<file path="src/psup_pkg.sv">
// ----------------------------------------------------------------------------
// psup_pkg
// Shared types, state codes and register defaults for the power supervisor.
// ----------------------------------------------------------------------------
package psup_pkg;

    localparam int VS_W       = 3;
    localparam int SEQ_W      = 3;
    localparam int HS_W       = 3;
    localparam int CMD_W      = 2;
    localparam int CNT8_W     = 8;
    localparam int CNT16_W    = 16;
    localparam int CFG_IDX_W  = 3;
    localparam int CFG_DATA_W = 16;

    localparam logic [SEQ_W-1:0] SEQ_IDLE      = 3'd0;
    localparam logic [SEQ_W-1:0] SEQ_POWER_ON  = 3'd1;
    localparam logic [SEQ_W-1:0] SEQ_READY     = 3'd2;
    localparam logic [SEQ_W-1:0] SEQ_CONNECTED = 3'd3;
    localparam logic [SEQ_W-1:0] SEQ_POWER_OFF = 3'd4;
    localparam logic [SEQ_W-1:0] SEQ_DEV_OFF   = 3'd5;

    localparam logic [HS_W-1:0] HS_START        = 3'd0;
    localparam logic [HS_W-1:0] HS_WAIT_CONNECT = 3'd1;
    localparam logic [HS_W-1:0] HS_SEND_REQ     = 3'd2;
    localparam logic [HS_W-1:0] HS_WAIT_RESP    = 3'd3;
    localparam logic [HS_W-1:0] HS_DONE         = 3'd4;
    localparam logic [HS_W-1:0] HS_ERROR        = 3'd5;
    localparam logic [HS_W-1:0] HS_FAILED       = 3'd6;

    localparam logic [CMD_W-1:0] PCMD_NONE = 2'd0;
    localparam logic [CMD_W-1:0] PCMD_ON   = 2'd1;
    localparam logic [CMD_W-1:0] PCMD_OFF  = 2'd2;

    localparam logic [CMD_W-1:0] LCMD_NONE    = 2'd0;
    localparam logic [CMD_W-1:0] LCMD_ENABLE  = 2'd1;
    localparam logic [CMD_W-1:0] LCMD_DISABLE = 2'd2;

    localparam logic [VS_W-1:0] VS_NORMAL   = 3'd0;
    localparam logic [VS_W-1:0] VS_LOW_ABN  = 3'd1;
    localparam logic [VS_W-1:0] VS_HIGH_ABN = 3'd3;
    localparam logic [VS_W-1:0] VS_HIGH     = 3'd4;

    localparam logic [CNT8_W-1:0] FAILED_MARK = 8'd209;
    localparam logic [CNT8_W-1:0] CNT8_MAX    = 8'hFF;
    localparam logic [CNT16_W-1:0] CNT16_MAX  = 16'hFFFF;

    localparam logic [CFG_IDX_W-1:0] CFG_FIRST_CONNECT_TIMEOUT  = 3'd0;
    localparam logic [CFG_IDX_W-1:0] CFG_RESPONSE_TIMEOUT       = 3'd1;
    localparam logic [CFG_IDX_W-1:0] CFG_RETRY_LIMIT            = 3'd2;
    localparam logic [CFG_IDX_W-1:0] CFG_VOLTAGE_DEBOUNCE       = 3'd3;
    localparam logic [CFG_IDX_W-1:0] CFG_HIGH_VOLTAGE_DEBOUNCE  = 3'd4;
    localparam logic [CFG_IDX_W-1:0] CFG_WATCHDOG_WARN_COUNT    = 3'd5;
    localparam logic [CFG_IDX_W-1:0] CFG_WATCHDOG_TIMEOUT_COUNT = 3'd6;
    localparam logic [CFG_IDX_W-1:0] CFG_WATCHDOG_ENABLE        = 3'd7;

    typedef struct packed {
        logic [CNT16_W-1:0] first_connect_timeout;
        logic [CNT16_W-1:0] response_timeout;
        logic [CNT8_W-1:0]  retry_limit;
        logic [CNT8_W-1:0]  voltage_debounce;
        logic [CNT8_W-1:0]  high_voltage_debounce;
        logic [CNT16_W-1:0] watchdog_warn_count;
        logic [CNT16_W-1:0] watchdog_timeout_count;
        logic               watchdog_enable;
    } cfg_t;

    localparam cfg_t CFG_DEFAULT = '{
        first_connect_timeout:  16'd250,
        response_timeout:       16'd100,
        retry_limit:            8'd3,
        voltage_debounce:       8'd25,
        high_voltage_debounce:  8'd25,
        watchdog_warn_count:    16'd100,
        watchdog_timeout_count: 16'd250,
        watchdog_enable:        1'b1
    };

    typedef struct packed {
        logic [VS_W-1:0] voltage_status;
        logic            sleep_request;
        logic            off_request;
        logic            device_power_feedback;
        logic            first_connect_event;
        logic            power_up_event;
        logic            watchdog_pin;
        logic            processor_powered;
        logic            test_mode_normal;
    } in_word_t;

    typedef struct packed {
        logic [SEQ_W-1:0] sequencer_state;
        logic [HS_W-1:0]  handshake_state;
        logic             link_connected;
        logic             power_allowed;
        logic             link_allowed;
        logic [CMD_W-1:0] power_command;
        logic [CMD_W-1:0] link_command;
        logic             shutdown_pulse;
        logic             reinit_pulse;
        logic             link_error;
        logic             soft_reset_request;
    } out_word_t;

    typedef struct packed {
        logic step;
        logic tick;
    } hs_ctrl_t;

    typedef struct packed {
        logic step;
        logic service;
        logic clear;
    } wd_ctrl_t;

endpackage

</file>
<file path="src/soc_power_supervisor_top.sv">
// ----------------------------------------------------------------------------
// soc_power_supervisor_top
// Power-up supervisor for a companion processor. Each accepted word is one
// tick: supply debounce, power sequencer, connect handshake and watchdog pin
// monitor each advance at most once. A word is accepted every cycle while
// in_stall is low; its result word goes through the input register, then
// one pass of step logic into the result register. Throughput is one word
// per cycle while the result side takes words, since all state updates
// in that single registered step. Configuration registers are written at
// any edge with cfg_we high and take effect on the next tick.
// ----------------------------------------------------------------------------
module soc_power_supervisor_top
    import psup_pkg::*;
(
    input  logic                  clk,
    input  logic                  rst_n,
    input  logic                  cfg_we,
    input  logic [CFG_IDX_W-1:0]  cfg_index,
    input  logic [CFG_DATA_W-1:0] cfg_data,
    input  logic                  in_valid,
    output logic                  in_stall,
    input  in_word_t              in_data,
    output logic                  out_valid,
    input  logic                  out_stall,
    output out_word_t             out_data
);

    cfg_t             cfg_reg;
    logic             s1_valid_reg, s1_valid_next;
    in_word_t         s1_data_reg;
    logic             out_valid_reg, out_valid_next;
    out_word_t        out_data_reg, out_data_next;
    logic [SEQ_W-1:0] seq_reg, seq_next;
    logic             advance, in_take;
    logic             power_allow, link_allow;
    logic [HS_W-1:0]  hs_state, hs_state_next;
    logic             error_next, soft_reset;
    hs_ctrl_t         hs_ctrl;
    wd_ctrl_t         wd_ctrl;
    logic [CMD_W-1:0] pwr_cmd, link_cmd;
    logic             shut, reinit;

    assign advance        = s1_valid_reg && (!out_valid_reg || !out_stall);
    assign in_stall       = s1_valid_reg && !advance;
    assign in_take        = in_valid && !in_stall;
    assign s1_valid_next  = in_take || (s1_valid_reg && !advance);
    assign out_valid_next = advance || (out_valid_reg && out_stall);

    always_ff @(posedge clk or negedge rst_n)
    begin
        if (!rst_n)
            cfg_reg <= CFG_DEFAULT;
        else if (cfg_we)
        begin
            case (cfg_index)
                CFG_FIRST_CONNECT_TIMEOUT:  cfg_reg.first_connect_timeout  <= cfg_data;
                CFG_RESPONSE_TIMEOUT:       cfg_reg.response_timeout       <= cfg_data;
                CFG_RETRY_LIMIT:            cfg_reg.retry_limit            <= cfg_data[7:0];
                CFG_VOLTAGE_DEBOUNCE:       cfg_reg.voltage_debounce       <= cfg_data[7:0];
                CFG_HIGH_VOLTAGE_DEBOUNCE:  cfg_reg.high_voltage_debounce  <= cfg_data[7:0];
                CFG_WATCHDOG_WARN_COUNT:    cfg_reg.watchdog_warn_count    <= cfg_data;
                CFG_WATCHDOG_TIMEOUT_COUNT: cfg_reg.watchdog_timeout_count <= cfg_data;
                CFG_WATCHDOG_ENABLE:        cfg_reg.watchdog_enable        <= cfg_data[0];
                default:
                begin
                end
            endcase
        end
    end

    psup_debounce u_debounce (
        .clk              (clk),
        .rst_n            (rst_n),
        .step             (advance),
        .voltage_status   (s1_data_reg.voltage_status),
        .sleep_request    (s1_data_reg.sleep_request),
        .cfg              (cfg_reg),
        .power_allow_next (power_allow),
        .link_allow_next  (link_allow)
    );

    psup_handshake u_handshake (
        .clk                 (clk),
        .rst_n               (rst_n),
        .ctrl                (hs_ctrl),
        .first_connect_event (s1_data_reg.first_connect_event),
        .power_up_event      (s1_data_reg.power_up_event),
        .cfg                 (cfg_reg),
        .hs_state            (hs_state),
        .hs_state_next       (hs_state_next)
    );

    psup_watchdog u_watchdog (
        .clk               (clk),
        .rst_n             (rst_n),
        .ctrl              (wd_ctrl),
        .watchdog_pin      (s1_data_reg.watchdog_pin),
        .processor_powered (s1_data_reg.processor_powered),
        .test_mode_normal  (s1_data_reg.test_mode_normal),
        .voltage_status    (s1_data_reg.voltage_status),
        .cfg               (cfg_reg),
        .error_next        (error_next),
        .soft_reset        (soft_reset)
    );

    always_comb
    begin
        seq_next        = seq_reg;
        pwr_cmd         = PCMD_NONE;
        link_cmd        = LCMD_NONE;
        shut            = 1'b0;
        reinit          = 1'b0;
        hs_ctrl.step    = advance;
        hs_ctrl.tick    = 1'b0;
        wd_ctrl.step    = advance;
        wd_ctrl.service = 1'b0;
        wd_ctrl.clear   = 1'b0;
        case (seq_reg)
            SEQ_IDLE:
            begin
                if (power_allow)
                begin
                    pwr_cmd  = PCMD_ON;
                    seq_next = SEQ_POWER_ON;
                end
                else
                begin
                    wd_ctrl.service = 1'b1;
                    if (s1_data_reg.device_power_feedback)
                        seq_next = SEQ_DEV_OFF;
                    else if (s1_data_reg.off_request)
                        seq_next = SEQ_POWER_OFF;
                end
            end
            SEQ_POWER_ON:
            begin
                if (!power_allow)
                    seq_next = SEQ_DEV_OFF;
                else if (link_allow)
                begin
                    link_cmd = LCMD_ENABLE;
                    seq_next = SEQ_READY;
                end
                else if (s1_data_reg.off_request)
                    seq_next = SEQ_POWER_OFF;
            end
            SEQ_READY, SEQ_CONNECTED:
            begin
                if (!power_allow)
                    seq_next = SEQ_DEV_OFF;
                else if (!link_allow)
                    seq_next = SEQ_POWER_ON;
                else
                begin
                    hs_ctrl.tick    = seq_reg == SEQ_READY;
                    wd_ctrl.service = 1'b1;
                    if (s1_data_reg.off_request)
                        seq_next = SEQ_POWER_OFF;
                    else if (seq_reg == SEQ_READY && hs_state_next == HS_DONE)
                        seq_next = SEQ_CONNECTED;
                end
            end
            SEQ_POWER_OFF:
            begin
                if (s1_data_reg.off_request)
                begin
                    shut = 1'b1;
                    if (!power_allow)
                        seq_next = SEQ_DEV_OFF;
                end
                else
                begin
                    reinit   = 1'b1;
                    seq_next = SEQ_IDLE;
                end
            end
            SEQ_DEV_OFF:
            begin
                wd_ctrl.clear = 1'b1;
                link_cmd      = LCMD_DISABLE;
                pwr_cmd       = PCMD_OFF;
                seq_next      = SEQ_IDLE;
            end
            default:
            begin
            end
        endcase
    end

    always_comb
    begin
        out_data_next.sequencer_state    = seq_next;
        out_data_next.handshake_state    = hs_state_next;
        out_data_next.link_connected     = hs_state == HS_DONE;
        out_data_next.power_allowed      = power_allow;
        out_data_next.link_allowed       = link_allow;
        out_data_next.power_command      = pwr_cmd;
        out_data_next.link_command       = link_cmd;
        out_data_next.shutdown_pulse     = shut;
        out_data_next.reinit_pulse       = reinit;
        out_data_next.link_error         = error_next;
        out_data_next.soft_reset_request = soft_reset;
    end

    always_ff @(posedge clk or negedge rst_n)
    begin
        if (!rst_n)
        begin
            s1_valid_reg  <= 1'b0;
            out_valid_reg <= 1'b0;
            seq_reg       <= SEQ_IDLE;
        end
        else
        begin
            s1_valid_reg  <= s1_valid_next;
            out_valid_reg <= out_valid_next;
            if (advance)
                seq_reg <= seq_next;
        end
    end

    always_ff @(posedge clk)
    begin
        if (in_take)
            s1_data_reg <= in_data;
        if (advance)
            out_data_reg <= out_data_next;
    end

    assign out_valid = out_valid_reg;
    assign out_data  = out_data_reg;

    a_power_on_cmd: assert property (@(posedge clk) disable iff (!rst_n)
        (out_valid_reg && out_data_reg.power_command == PCMD_ON)
        |-> (out_data_reg.sequencer_state == SEQ_POWER_ON))
        else $error("power on command outside power on state");

    a_link_enable_cmd: assert property (@(posedge clk) disable iff (!rst_n)
        (out_valid_reg && out_data_reg.link_command == LCMD_ENABLE)
        |-> (out_data_reg.sequencer_state == SEQ_READY))
        else $error("link enable command outside ready state");

    a_power_off_cmd: assert property (@(posedge clk) disable iff (!rst_n)
        (out_valid_reg && out_data_reg.power_command == PCMD_OFF)
        |-> (out_data_reg.sequencer_state == SEQ_IDLE
             && out_data_reg.link_command == LCMD_DISABLE))
        else $error("device off step without matching commands");

    a_result_held: assert property (@(posedge clk) disable iff (!rst_n)
        (s1_valid_reg && !advance) |=> (out_valid_reg && s1_valid_reg))
        else $error("pending word dropped while result stalled");

endmodule

</file>
<file path="src/psup_debounce.sv">
// ----------------------------------------------------------------------------
// psup_debounce
// Supply status debounce into the power and link allow flags.
// ----------------------------------------------------------------------------
module psup_debounce
    import psup_pkg::*;
(
    input  logic            clk,
    input  logic            rst_n,
    input  logic            step,
    input  logic [VS_W-1:0] voltage_status,
    input  logic            sleep_request,
    input  cfg_t            cfg,
    output logic            power_allow_next,
    output logic            link_allow_next
);

    logic [CNT8_W-1:0] normal_reg, normal_next;
    logic [CNT8_W-1:0] abnormal_reg, abnormal_next;
    logic [CNT8_W-1:0] high_reg, high_next;
    logic              power_allow_reg, link_allow_reg;
    logic [CNT8_W-1:0] normal_inc, abnormal_inc, high_inc;

    assign normal_inc   = (normal_reg == CNT8_MAX) ? CNT8_MAX : normal_reg + 8'd1;
    assign abnormal_inc = (abnormal_reg == CNT8_MAX) ? CNT8_MAX : abnormal_reg + 8'd1;
    assign high_inc     = (high_reg == CNT8_MAX) ? CNT8_MAX : high_reg + 8'd1;

    always_comb
    begin
        normal_next      = normal_reg;
        abnormal_next    = abnormal_reg;
        high_next        = high_reg;
        power_allow_next = power_allow_reg;
        link_allow_next  = link_allow_reg;
        if (voltage_status == VS_NORMAL)
        begin
            normal_next   = normal_inc;
            abnormal_next = '0;
            high_next     = '0;
            if (normal_inc > cfg.voltage_debounce)
            begin
                power_allow_next = !sleep_request;
                link_allow_next  = !sleep_request;
                normal_next      = cfg.voltage_debounce + 8'd1;
            end
        end
        else if (voltage_status inside {[VS_LOW_ABN:VS_HIGH_ABN]})
        begin
            abnormal_next = abnormal_inc;
            normal_next   = '0;
            high_next     = '0;
            if (abnormal_inc > cfg.voltage_debounce)
            begin
                power_allow_next = 1'b0;
                link_allow_next  = 1'b0;
                abnormal_next    = cfg.voltage_debounce + 8'd1;
            end
        end
        else if (voltage_status == VS_HIGH)
        begin
            high_next     = high_inc;
            normal_next   = '0;
            abnormal_next = '0;
            if (high_inc > cfg.high_voltage_debounce)
            begin
                power_allow_next = 1'b0;
                link_allow_next  = 1'b0;
                high_next        = cfg.high_voltage_debounce + 8'd1;
            end
        end
    end

    always_ff @(posedge clk or negedge rst_n)
    begin
        if (!rst_n)
        begin
            normal_reg      <= '0;
            abnormal_reg    <= '0;
            high_reg        <= '0;
            power_allow_reg <= 1'b0;
            link_allow_reg  <= 1'b0;
        end
        else if (step)
        begin
            normal_reg      <= normal_next;
            abnormal_reg    <= abnormal_next;
            high_reg        <= high_next;
            power_allow_reg <= power_allow_next;
            link_allow_reg  <= link_allow_next;
        end
    end

endmodule

</file>
<file path="src/psup_handshake.sv">
// ----------------------------------------------------------------------------
// psup_handshake
// Connect and power up response handshake with timeouts and retry count.
// ----------------------------------------------------------------------------
module psup_handshake
    import psup_pkg::*;
(
    input  logic            clk,
    input  logic            rst_n,
    input  hs_ctrl_t        ctrl,
    input  logic            first_connect_event,
    input  logic            power_up_event,
    input  cfg_t            cfg,
    output logic [HS_W-1:0] hs_state,
    output logic [HS_W-1:0] hs_state_next
);

    logic [HS_W-1:0]    hs_reg, hs_next;
    logic [CNT16_W-1:0] wait_reg, wait_next;
    logic [CNT8_W-1:0]  fail_reg, fail_next;
    logic               conn_seen_reg, conn_seen_next;
    logic               pwr_seen_reg, pwr_seen_next;
    logic               conn_latched, pwr_latched;
    logic [CNT16_W-1:0] wait_inc;
    logic [CNT8_W-1:0]  fail_inc;

    assign conn_latched = first_connect_event | conn_seen_reg;
    assign pwr_latched  = power_up_event | (pwr_seen_reg & ~first_connect_event);
    assign wait_inc     = (wait_reg == CNT16_MAX) ? CNT16_MAX : wait_reg + 16'd1;
    assign fail_inc     = (fail_reg == CNT8_MAX) ? CNT8_MAX : fail_reg + 8'd1;

    always_comb
    begin
        hs_next        = hs_reg;
        wait_next      = wait_reg;
        fail_next      = fail_reg;
        conn_seen_next = conn_latched;
        pwr_seen_next  = pwr_latched;
        if (ctrl.tick)
        begin
            case (hs_reg)
                HS_START:
                begin
                    hs_next        = HS_WAIT_CONNECT;
                    wait_next      = '0;
                    conn_seen_next = 1'b0;
                end
                HS_WAIT_CONNECT:
                begin
                    wait_next = wait_inc;
                    if (wait_reg > cfg.first_connect_timeout)
                        hs_next = HS_ERROR;
                    if (conn_latched)
                        hs_next = HS_SEND_REQ;
                end
                HS_SEND_REQ:
                begin
                    wait_next = '0;
                    hs_next   = HS_WAIT_RESP;
                end
                HS_WAIT_RESP:
                begin
                    wait_next = wait_inc;
                    if (wait_reg > cfg.response_timeout)
                        hs_next = HS_ERROR;
                    if (pwr_latched)
                        hs_next = HS_DONE;
                end
                HS_ERROR:
                begin
                    hs_next   = HS_START;
                    fail_next = fail_inc;
                    if (fail_inc > cfg.retry_limit)
                    begin
                        fail_next = FAILED_MARK;
                        hs_next   = HS_FAILED;
                    end
                end
                default:
                begin
                end
            endcase
        end
    end

    assign hs_state      = hs_reg;
    assign hs_state_next = hs_next;

    always_ff @(posedge clk or negedge rst_n)
    begin
        if (!rst_n)
        begin
            hs_reg        <= HS_START;
            wait_reg      <= '0;
            fail_reg      <= '0;
            conn_seen_reg <= 1'b0;
            pwr_seen_reg  <= 1'b0;
        end
        else if (ctrl.step)
        begin
            hs_reg        <= hs_next;
            wait_reg      <= wait_next;
            fail_reg      <= fail_next;
            conn_seen_reg <= conn_seen_next;
            pwr_seen_reg  <= pwr_seen_next;
        end
    end

    a_failed_sticky: assert property (@(posedge clk) disable iff (!rst_n)
        (hs_reg == HS_FAILED) |=> (hs_reg == HS_FAILED))
        else $error("handshake left failed state");

    a_failed_mark: assert property (@(posedge clk) disable iff (!rst_n)
        (hs_reg == HS_FAILED) |-> (fail_reg == FAILED_MARK))
        else $error("failed state without failure mark");

    a_tick_needs_step: assert property (@(posedge clk) disable iff (!rst_n)
        (!ctrl.step) |=> $stable(hs_reg) && $stable(fail_reg))
        else $error("handshake moved without a step");

endmodule

</file>
<file path="src/psup_watchdog.sv">
// ----------------------------------------------------------------------------
// psup_watchdog
// Watchdog pin monitor: lost count, link error flag, soft reset request.
// ----------------------------------------------------------------------------
module psup_watchdog
    import psup_pkg::*;
(
    input  logic            clk,
    input  logic            rst_n,
    input  wd_ctrl_t        ctrl,
    input  logic            watchdog_pin,
    input  logic            processor_powered,
    input  logic            test_mode_normal,
    input  logic [VS_W-1:0] voltage_status,
    input  cfg_t            cfg,
    output logic            error_next,
    output logic            soft_reset
);

    logic               last_pin_reg, last_pin_next;
    logic [CNT16_W-1:0] lost_reg, lost_next;
    logic               error_reg;
    logic               pin_edge;
    logic [CNT16_W-1:0] lost_clr, lost_inc;

    assign pin_edge = watchdog_pin != last_pin_reg;
    assign lost_clr = pin_edge ? '0 : lost_reg;
    assign lost_inc = (lost_clr == CNT16_MAX) ? CNT16_MAX : lost_clr + 16'd1;

    always_comb
    begin
        last_pin_next = last_pin_reg;
        lost_next     = lost_reg;
        error_next    = error_reg;
        soft_reset    = 1'b0;
        if (ctrl.service)
        begin
            if (cfg.watchdog_enable && processor_powered)
            begin
                last_pin_next = watchdog_pin;
                lost_next     = lost_clr;
                if (pin_edge)
                    error_next = 1'b0;
                if (!test_mode_normal && voltage_status == VS_NORMAL)
                begin
                    lost_next = lost_inc;
                    if (lost_inc == cfg.watchdog_warn_count)
                        error_next = 1'b1;
                    if (lost_inc >= cfg.watchdog_timeout_count)
                        soft_reset = 1'b1;
                end
            end
            else
            begin
                lost_next = '0;
            end
        end
        else if (ctrl.clear)
        begin
            lost_next     = '0;
            last_pin_next = 1'b0;
        end
    end

    always_ff @(posedge clk or negedge rst_n)
    begin
        if (!rst_n)
        begin
            last_pin_reg <= 1'b0;
            lost_reg     <= '0;
            error_reg    <= 1'b0;
        end
        else if (ctrl.step)
        begin
            last_pin_reg <= last_pin_next;
            lost_reg     <= lost_next;
            error_reg    <= error_next;
        end
    end

endmodule

</file>
<file path="config.mk">
export PLATFORM = sky130hd
export DESIGN_NAME = soc_power_supervisor_top
export DESIGN_NICKNAME = d
export VERILOG_FILES = /design/src/psup_pkg.sv /design/src/soc_power_supervisor_top.sv /design/src/psup_debounce.sv /design/src/psup_handshake.sv /design/src/psup_watchdog.sv
export SDC_FILE = /design/constraint.sdc
export NUM_CORES = 1
export LEC_CHECK = 0
export ABC_AREA = 1
export BUFFER_PORTS_ARGS = -buffer_cell sky130_fd_sc_hd__buf_4
export CAP_MARGIN = 30
export CORE_ASPECT_RATIO = 0.75
export CORE_MARGIN = 2
export CORE_UTILIZATION = 35
export CTS_CLUSTER_SIZE = 24
export DETAILED_ROUTE_END_ITERATION = 10
export PLACE_DENSITY = 0.61
export SETUP_SLACK_MARGIN = 0.1
export SKIP_CTS_REPAIR_TIMING = 1
export SLEW_MARGIN = 10
export SYNTH_ARGS = -nofsm -noshare
export SYNTH_HDL_FRONTEND = slang
export SYNTH_HIERARCHICAL = 1
export SYNTH_SLANG_ARGS = --single-unit
</file>
<file path="constraint.sdc">
create_clock -name clk -period 5.1 [get_ports clk]
set_input_delay 1.02 -clock clk [delete_from_list [all_inputs] [get_ports clk]]
set_output_delay 1.02 -clock clk [all_outputs]
set_load 0.02 [all_outputs]
</file>
# == Word level (Yosys, flattened, before mapping) ==
# Cells that the tools add are included.
# op_classes
n_addsub,8
order_cmp,9
n_eq_ne,28
muxes,81
n_bitwise,4
reduce_logical,41
# ops
op,count
8-bit two-way mux,16
16-bit two-way mux,7
3-bit two-way mux,17
"8-bit by 1-bit adder with 8-bit output, second input constant",6
1-bit two-way mux,35
"16-bit by 1-bit adder with 16-bit output, second input constant",2
"16-bit equality test, second input constant",2
"8-bit equality test, second input constant",4
16-bit greater-than comparator,2
8-bit greater-than comparator,4
16-bit case mux with 2 select lines,1
"3-bit equality test, second input constant",10
3-bit case mux with 5 select lines,2
2-bit AND reduction,10
"3-bit by 2-bit equality test with 1-bit output, second input constant",6
16-bit equality test,1
16-bit greater-or-equal comparator,1
3-bit zero test,4
3-bit AND reduction,4
"3-bit by 1-bit equality test with 1-bit output, second input constant",3
1-bit logical AND,8
2-bit case mux with 2 select lines,2
1-bit zero test,6
2-bit OR reduction,3
other kinds (11),15
# totals
reg_bits,195
out_inout_bits,19
wordCells,215

# == Logic depth before layout (Yosys ltp) ==
# Gate-level depths: netlist of the first run.
# logic_depth
word_depth,18
ltp_mapped,38
mapped_depth_nobuf,37

# == Modules after synthesis ==
# Netlist of the first run, hierarchy kept.
# modules_own_cells
module,n_inst,cells_each,area_per_inst_um2
soc_power_supervisor_top,1,423,4524.3
psup_handshake,1,415,2859.0
psup_debounce,1,409,2690.1
psup_watchdog,1,385,2259.7

# == Least setup slack after synthesis of the first run ==
# Ideal clock, no wire load.
# synth_path
kind,register to register
startpoint,register u_debounce.normal_reg[0]
endpoint,register out_data_reg (netlist bit out_data[14]) (data pin)
t_arrival_ns,3.501
required_time_ns,4.844
setup_slack_ns,1.343
path_stages_with_launch,32
path_buffers,1
synth_period_minus_slack_ns,3.757
path_cell_list,dfrtp_1 -> ha_1 -> nand2_1 -> inv_1 -> nand2_2 -> nor2_4 -> nand4_4 -> nand3_1 -> ha_1 -> a21o_1 -> nor2_1 -> nand2_1 -> nand2_2 -> nand2_1 -> nand2_1 -> nand2_1 -> nand2_1 -> clkbuf_2 -> nand2_1 -> nor2_1 -> inv_1 -> nor2_1 -> inv_1 -> a21oi_1 -> or2_2 -> a21boi_0 -> nor2_1 -> nand3b_1 -> nand2_1 -> nand2_1 -> nand3_1 -> and2_2
# synth_lines
item,line_no,source
from (decl),psup_debounce.sv:18,"logic [CNT8_W-1:0] normal_reg, normal_next;"
from (signal assigned),psup_debounce.sv:85,normal_reg <= normal_next;
to (signal assigned),soc_power_supervisor_top.sv:227,out_data_reg <= out_data_next;
to (decl),soc_power_supervisor_top.sv:32,"out_word_t out_data_reg, out_data_next;"

==> key figures, run 1 <==
Run status
  • Status: finished clean

Floorplan
  • Initial Util: 0.355
  • CORE AREA: 34700 sq um
  • Number of I/O pins: 54
  • Die W: 221 microns
  • Row count: around 60
  • Die footprint: approximately 37000 sq um
  • Die Height: 167 microns

Routing
  • DRT iter0 DRCs: 738
  • Routed length per instance: 14.5 microns
  • Via/cell ratio: 4.99
  • Drt pass-1 iters: 6
  • Vias: 10724
  • DRC viols: 0
  • DRT Wirelength: 31.2 mm
  • Post-DRT Antenna Nets: 0

STA
  • FMAX: ~0.23 GHz
  • Final period util: 0.865
  • Setup violations, final: 0
  • Setup TNS Final: 0 ns
  • Final hold violation count: 0
  • Fin crit period: ~4.4 ns
  • Worst Skew: 0.0116 ns
  • RSZ-0062 raised after global routing: false
  • Slew Limit Fails: 0
  • Worst slew pin tran: 0.941 ns
  • Max_slew headroom: 0.371

Clock tree
  • Root Driver: clkbuf_16
  • TritonCTS Buffers: 17
  • H-tree Lvls: 4
  • CTS tree: built
  • Worst-Skew Late Latency: 0.45 ns
  • Reg clk slew, reported paths: 0.07 ns
  • Clock sinks: ~190
  • Clock buffer depth: 2

Cells and area
  • Share of cells above drive strength 1: 0.106
  • NumNets Final: 1803
  • Diode count: 0
  • Fill count: 3570
  • Layout area overhead: 12.0%
  • Final instance area: 13800 sq um
  • Number of flip-flops in the largest register: between 80 and 90

Place
  • GP Congestion: 0.898
  • Placed cell area: between 10000 and 15000 sq um
  • Placed wire-length estimate: between 20 and 25 mm
  • IO Port Bufs: 53

Setup path
  • Required @ worst endpoint: 5.31 ns
  • CP Launch Type: flop
  • Worst Setup End Kind: flop
  • Crit-path most repeated cell: nand2_1
  • Kind of critical path: reg2reg
  • Crit-path slowest cell: dfrtp_1
  • Crit path DAT: between 4 and 5 ns
  • Max stage delay on crit path: 0.41 ns
  • R2R setup slack: approximately 0.7 ns
  • Crit Path Max Fanout: 10

Global routing
  • Vias in the first global route: 9965
  • Initial antenna violation count: 0
  • Grt total ovfl: 0
  • First-pass GRT wire length: 51.3 mm
  • Largest net degree at the start of global routing: ~110
  • All-Layer GR Usage: 0.174

Pwr
  • Leakage: 6.92 nW
  • Peak supply drop: 0.000253 V
  • Pwr/cell area: ~370 nW/um^2

Synthesis
  • Syn Std Cell Area: roughly 12000 sq um
  • Yosys cell types: 50
  • Avg Synthesized Cell Area: 7.56 sq um
  • Syn Nets: 1754
  • Async SR Flop Fraction: 0.861
  • Number of synthesized flops with an enable pin: 27
  • Synth Flop Type: dfrtp_1
  • Flop and latch count out of synthesis: 194
  • Sequential share of the synthesized area: 0.407
  • Synthesis Warnings: 6
  • Post-synthesis cell count: 1632

Job
  • Max-Cap Viols: 0

Min path
  • HP Class: reg2reg
-- layout by cell type (no fill, tap or decap), types with 3 or more instances in the layout --
master | netlist | layout
a21o_1 | 3 | 3
a21oi_1 | 61 | 60
a31oi_1 | 3 | 3
buf_4 | 2 | 57
clkbuf_16 | 0 | 20
dfrtp_1 | 140 | 140
dfstp_2 | 27 | 27
edfxtp_1 | 27 | 27
ha_1 | 87 | 87
inv_1 | 248 | 248
inv_2 | 5 | 5
inv_6 | 0 | 3
nand2_1 | 456 | 456
nand2_2 | 14 | 14
nand3_1 | 94 | 94
nand3_2 | 10 | 10
nand3b_1 | 6 | 6
nand4_1 | 22 | 22
nor2_1 | 128 | 128
nor2_2 | 8 | 8
nor2_4 | 4 | 4
nor3_1 | 10 | 10
nor4_4 | 4 | 4
o21a_1 | 3 | 3
o21ai_0 | 157 | 157
o21ai_1 | 13 | 13
o21ai_2 | 3 | 3
o21bai_1 | 3 | 3
o22ai_1 | 16 | 16
or2_2 | 3 | 3
xnor2_1 | 3 | 3
xor2_1 | 22 | 22
-- final cells by class --
type                            instances  area (sq um)  area share
Clock buffer                           22           507      0.0367
Clock inverter                         10          95.1     0.00689
Inverter                              254           953      0.0690
Multi-Input combinational cell       1153          6160       0.446
Sequential cell                       194          5020       0.364
Tap cell                              457           572      0.0414
Timing Repair Buffer                   61           495      0.0359
-- path summary, 6_finish.rpt --
path / cells after the start / end / from
setup reg to reg: 28 / out_data[14]$_DFFE_PP_ / u_debounce/abnormal_reg[1]$_DFFE_PN0P_
hold / removal: 2 / out_valid$_DFF_PN0_ / s1_valid_reg$_DFF_PN0_
setup / recovery: 28 / out_data[14]$_DFFE_PP_ / u_debounce/abnormal_reg[1]$_DFFE_PN0P_
min in group asynchronous: 1 / u_debounce/normal_reg[2]$_DFFE_PN0P_ / rst_n
max in group asynchronous: 2 / cfg_reg[70]$_DFFE_PN0P_ / rst_n
hold reg to reg: 2 / out_valid$_DFF_PN0_ / s1_valid_reg$_DFF_PN0_
-- layer usage --
metal	vias to the layer above	part of all wire	GRT usage
li1	5364	-	-
met1	5059	0.51	0.264
met2	274	0.43	0.257
met3	27	0.052	0.0305
met4	0	0.0085	0.0383
met5	-	0	0
-- synth_stat cells (3+ instances only) --
| cell type | count | area share |
|---|---|---|
| nand2_1 | 456 | 0.14 |
| inv_1 | 248 | 0.075 |
| o21ai_0 | 157 | 0.064 |
| dfrtp_1 | 140 | 0.28 |
| nor2_1 | 128 | 0.039 |
| nand3_1 | 94 | 0.038 |
| ha_1 | 87 | 0.088 |
| a21oi_1 | 61 | 0.025 |
| dfstp_2 | 27 | 0.058 |
| edfxtp_1 | 27 | 0.066 |
| nand4_1 | 22 | 0.011 |
| xor2_1 | 22 | 0.016 |
| o22ai_1 | 16 | 0.0081 |
| nand2_2 | 14 | 0.0071 |
| o21ai_1 | 13 | 0.0053 |
| buf_2 | 10 | 0.0041 |
| clkbuf_1 | 10 | 0.0030 |
| nand3_2 | 10 | 0.0081 |
| nor3_1 | 10 | 0.0041 |
| buf_6 | 8 | 0.0073 |
| nor2_2 | 8 | 0.0041 |
| nand3b_1 | 6 | 0.0037 |
| inv_2 | 5 | 0.0015 |
| nor2_4 | 4 | 0.0037 |
| nor4_4 | 4 | 0.0069 |
| a21o_1 | 3 | 0.0018 |
| a31oi_1 | 3 | 0.0015 |
| o21a_1 | 3 | 0.0018 |
| o21ai_2 | 3 | 0.0021 |
| o21bai_1 | 3 | 0.0018 |
| or2_2 | 3 | 0.0015 |
| xnor2_1 | 3 | 0.0021 |
-- stage by stage --
stage | setup slack (ns) | cells | power [mW] | hold slack (ns) | utilization
final | 0.686 | 2151 | 5.05 | 0.483 | 0.398
after global routing | 0.167 | 2151 | 5.44 | 0.507 | 0.398
after CTS | 0.584 | 2149 | 5.08 | 0.492 | 0.397
after detailed placement | 0.578 | 2117 | 3.66 | 0.473 | 0.379
after global placement | 0.736 | 2117 | 3.64 | 0.469 | 0.379
after floorplan | 1.34 | 1632 | 3.24 | 0.443 | -
-- critical path: cells and delay by family, from the launching register on --
| kind | cells | cell delay [ns] |
|---|---|---|
| AOI/OAI and AO/OA | 5 | 0.93 |
| adders and majority gates | 2 | 0.48 |
| buffers and inverters | 3 | 0.23 |
| DFF | 1 | 0.41 |
| and+or+nand+nor | 18 | 2.10 |
-- kinds of logic after synthesis --
logic type	share of synthesized area
flip-flops	0.407
XOR/XNOR	0.0178
buffers and inverters	0.0933
adder cells (fa/ha/maj)	0.0883
AO/OA/AOI/OAI	0.117
AND/OR/NAND/NOR	0.276
-- power breakdown --
group / leakage (nW) / total (mW) / switching, mW / internal (mW)
registers: 2.31 / 2.07 / 0.211 / 1.86
logic: 4.31 / 1.59 / 1.03 / 0.560
clock network: 0.295 / 1.39 / 0.626 / 0.762
total: 6.92 / 5.05 / 1.87 / 3.18
(Power assumes the default switching activity.)
==> run 2: changes to the inputs <==
CORE_UTILIZATION = 60   (was 35)
PLACE_DENSITY = 0.89   (was 0.61)
==> run 2 against run 1 <==
Against the previous run:
- die area shrank 41%
- non-clock buffer count grew 1
- sequential power is essentially flat
- worst hold slack gained 0.0066 ns
- clock power is essentially flat
- first-iteration DRC count grew 86%
- total power grew 0.44%
- sequential share of layout area grew 0.61 points
- critical path type unchanged
==> key figures, run 2 (synthesized netlist as in run 1, its figures left out) <==
Run status
  • Status: finished clean

Routing
  • Routed length per instance: 15.7 microns
  • DRT Wirelength: 30.7 mm
  • Post-DRT Antenna Nets: 0
  • Via/cell ratio: approximately 5.7
  • Vias: between 10000 and 15000
  • DRT iter0 DRCs: about 1400
  • Drt pass-1 iters: 6
  • DRC viols: 0

STA
  • Setup TNS Final: 0 ns
  • Max_slew headroom: 0.391
  • Worst slew pin tran: 0.911 ns
  • RSZ-0062 raised after global routing: false
  • FMAX: 0.222 GHz
  • Slew Limit Fails: 0
  • Final period util: 0.885
  • Final hold violation count: 0
  • Setup violations, final: 0
  • Fin crit period: 4.51 ns
  • Worst Skew: roughly 0.011 ns

Pwr
  • Switch Pwr: 1.86 mW
  • Peak supply drop: 0.000290 V
  • Pint: 3.22 mW
  • Combinational Power Share: 0.318
  • Pwr/cell area: 374 nW/um^2
  • Leakage: 6.93 nW
  • Sequential power share: 0.409
  • Clock share of power: 0.273
  • Sw frac: 0.366

Global routing
  • All-Layer GR Usage: 0.291
  • Largest net degree at the start of global routing: 94
  • Grt total ovfl: 0
  • First-pass GRT wire length: 50.6 mm
  • Vias in the first global route: approximately 11000
  • Initial antenna violation count: 0

Clock tree
  • Clock sinks: slightly below 200
  • TritonCTS Buffers: 17
  • Worst-Skew Late Latency: between 0.4 and 0.5 ns
  • H-tree Lvls: 4
  • CTS tree: built
  • Clock buffer depth: 2
  • Reg clk slew, reported paths: roughly 0.070 ns
  • Root Driver: clkbuf_16

Floorplan
  • Row count: 45
  • Die footprint: 21700 sq um
  • CORE AREA: 20200 sq um
  • Number of I/O pins: 54
  • Die Height: 128 microns
  • Initial Util: 0.610
  • Die W: 170 microns

Job
  • Max-Cap Viols: 0

Setup path
  • Buf/Inv on CP: 3
  • Worst Setup End Kind: flop
  • Max stage delay on crit path: between 0.3 and 0.4 ns
  • Crit path DAT: 4.73 ns
  • CP Launch Type: flop
  • Crit Path Max Fanout: 10
  • Crit-path slowest cell: dfrtp_1
  • Required @ worst endpoint: 5.31 ns
  • Crit-path most repeated cell: nand2_1
  • Critical path's top delay family: simple AND/OR/NAND/NOR gates
  • Kind of critical path: reg2reg

Place
  • GP Congestion: 0.959
  • Placed wire-length estimate: 22.1 mm
  • IO Port Bufs: 53

Cells and area
  • Share of cells above drive strength 1: 0.104
  • NumNets Final: 1804
  • Most common cell after layout, fill and taps aside: nand2_1
  • Multi-input logic area: 6160 sq um
  • Register Area: 5020 sq um
  • Final core area utilization: 0.672
  • Diode count: 0
  • Layout area overhead: 10.1%
  • Fill count: approximately 1600
  • Number of flip-flops in the largest register: 89
  • Most frequent cells in the layout: nand2_1, inv_1, o21ai_0

Min path
  • HP Class: reg2reg
[run 2: worst paths after layout]
check / slack, ns / start / to / depth (start not counted)
max in group asynchronous: 3.59 / rst_n / cfg_reg[62]$_DFFE_PN1P_ / 2
min in group asynchronous: 0.56 / rst_n / u_debounce/normal_reg[5]$_DFFE_PN0P_ / 1
min: 0.49 / cfg_reg[69]$_DFFE_PN0P_ / cfg_reg[69]$_DFFE_PN0P_ / 2
min reg2reg: 0.49 / cfg_reg[69]$_DFFE_PN0P_ / cfg_reg[69]$_DFFE_PN0P_ / 2
max: 0.59 / u_debounce/normal_reg[0]$_DFFE_PN0P_ / out_data[14]$_DFFE_PP_ / 31
max reg2reg: 0.59 / u_debounce/normal_reg[0]$_DFFE_PN0P_ / out_data[14]$_DFFE_PP_ / 31
[run 2: metal layers]
layer	share of wire	vias to the layer above	wire length, microns	global-route usage
met4	0.024	0	751	0.0975
met3	0.074	81	2270	0.0611
li1	-	5371	-	-
met2	0.45	486	13900	0.457
met1	0.45	5167	13800	0.403
met5	0	-	0	0
[run 2: area by class of cell]
type	instances	area share
Timing Repair Buffer	62	0.0379
Inverter	254	0.0702
Clock inverter	5	0.00451
Clock buffer	27	0.0403
Multi-Input combinational cell	1153	0.453
Tap cell	258	0.0238
Sequential cell	194	0.370
[run 2: metrics by stage]
step	cell area (sq um)	power (mW)	instances	setup WS (ns)	hold WS, ns
6_report	13600	5.07	1953	0.586	0.489
2_1_floorplan	12300	3.24	1632	1.34	0.443
3_5_place_dp	12900	3.65	1918	0.687	0.474
4_1_cts	13500	5.06	1950	0.645	0.490
5_1_grt	13600	5.41	1953	0.177	0.506
3_3_place_gp	12900	3.58	1918	0.962	0.461
[run 2: worst min-delay path: cells and delay by family (launching register included)]
| family | cells | cell delay (ns) |
|---|---|---|
| AOI/OAI and AO/OA | 1 | 0.06 |
| and+or+nand+nor | 1 | 0.05 |
| DFF | 1 | 0.34 |
[run 2: power by group through the flow]
stage          Combinational, mW  Clock (mW)  Sequential, mW
2_1_floorplan               1.18           0            2.06
3_3_place_gp                1.50           0            2.08
3_5_place_dp                1.56           0            2.09
4_1_cts                     1.58        1.41            2.07
5_1_grt                     1.83        1.47            2.11
6_report                    1.61        1.38            2.08
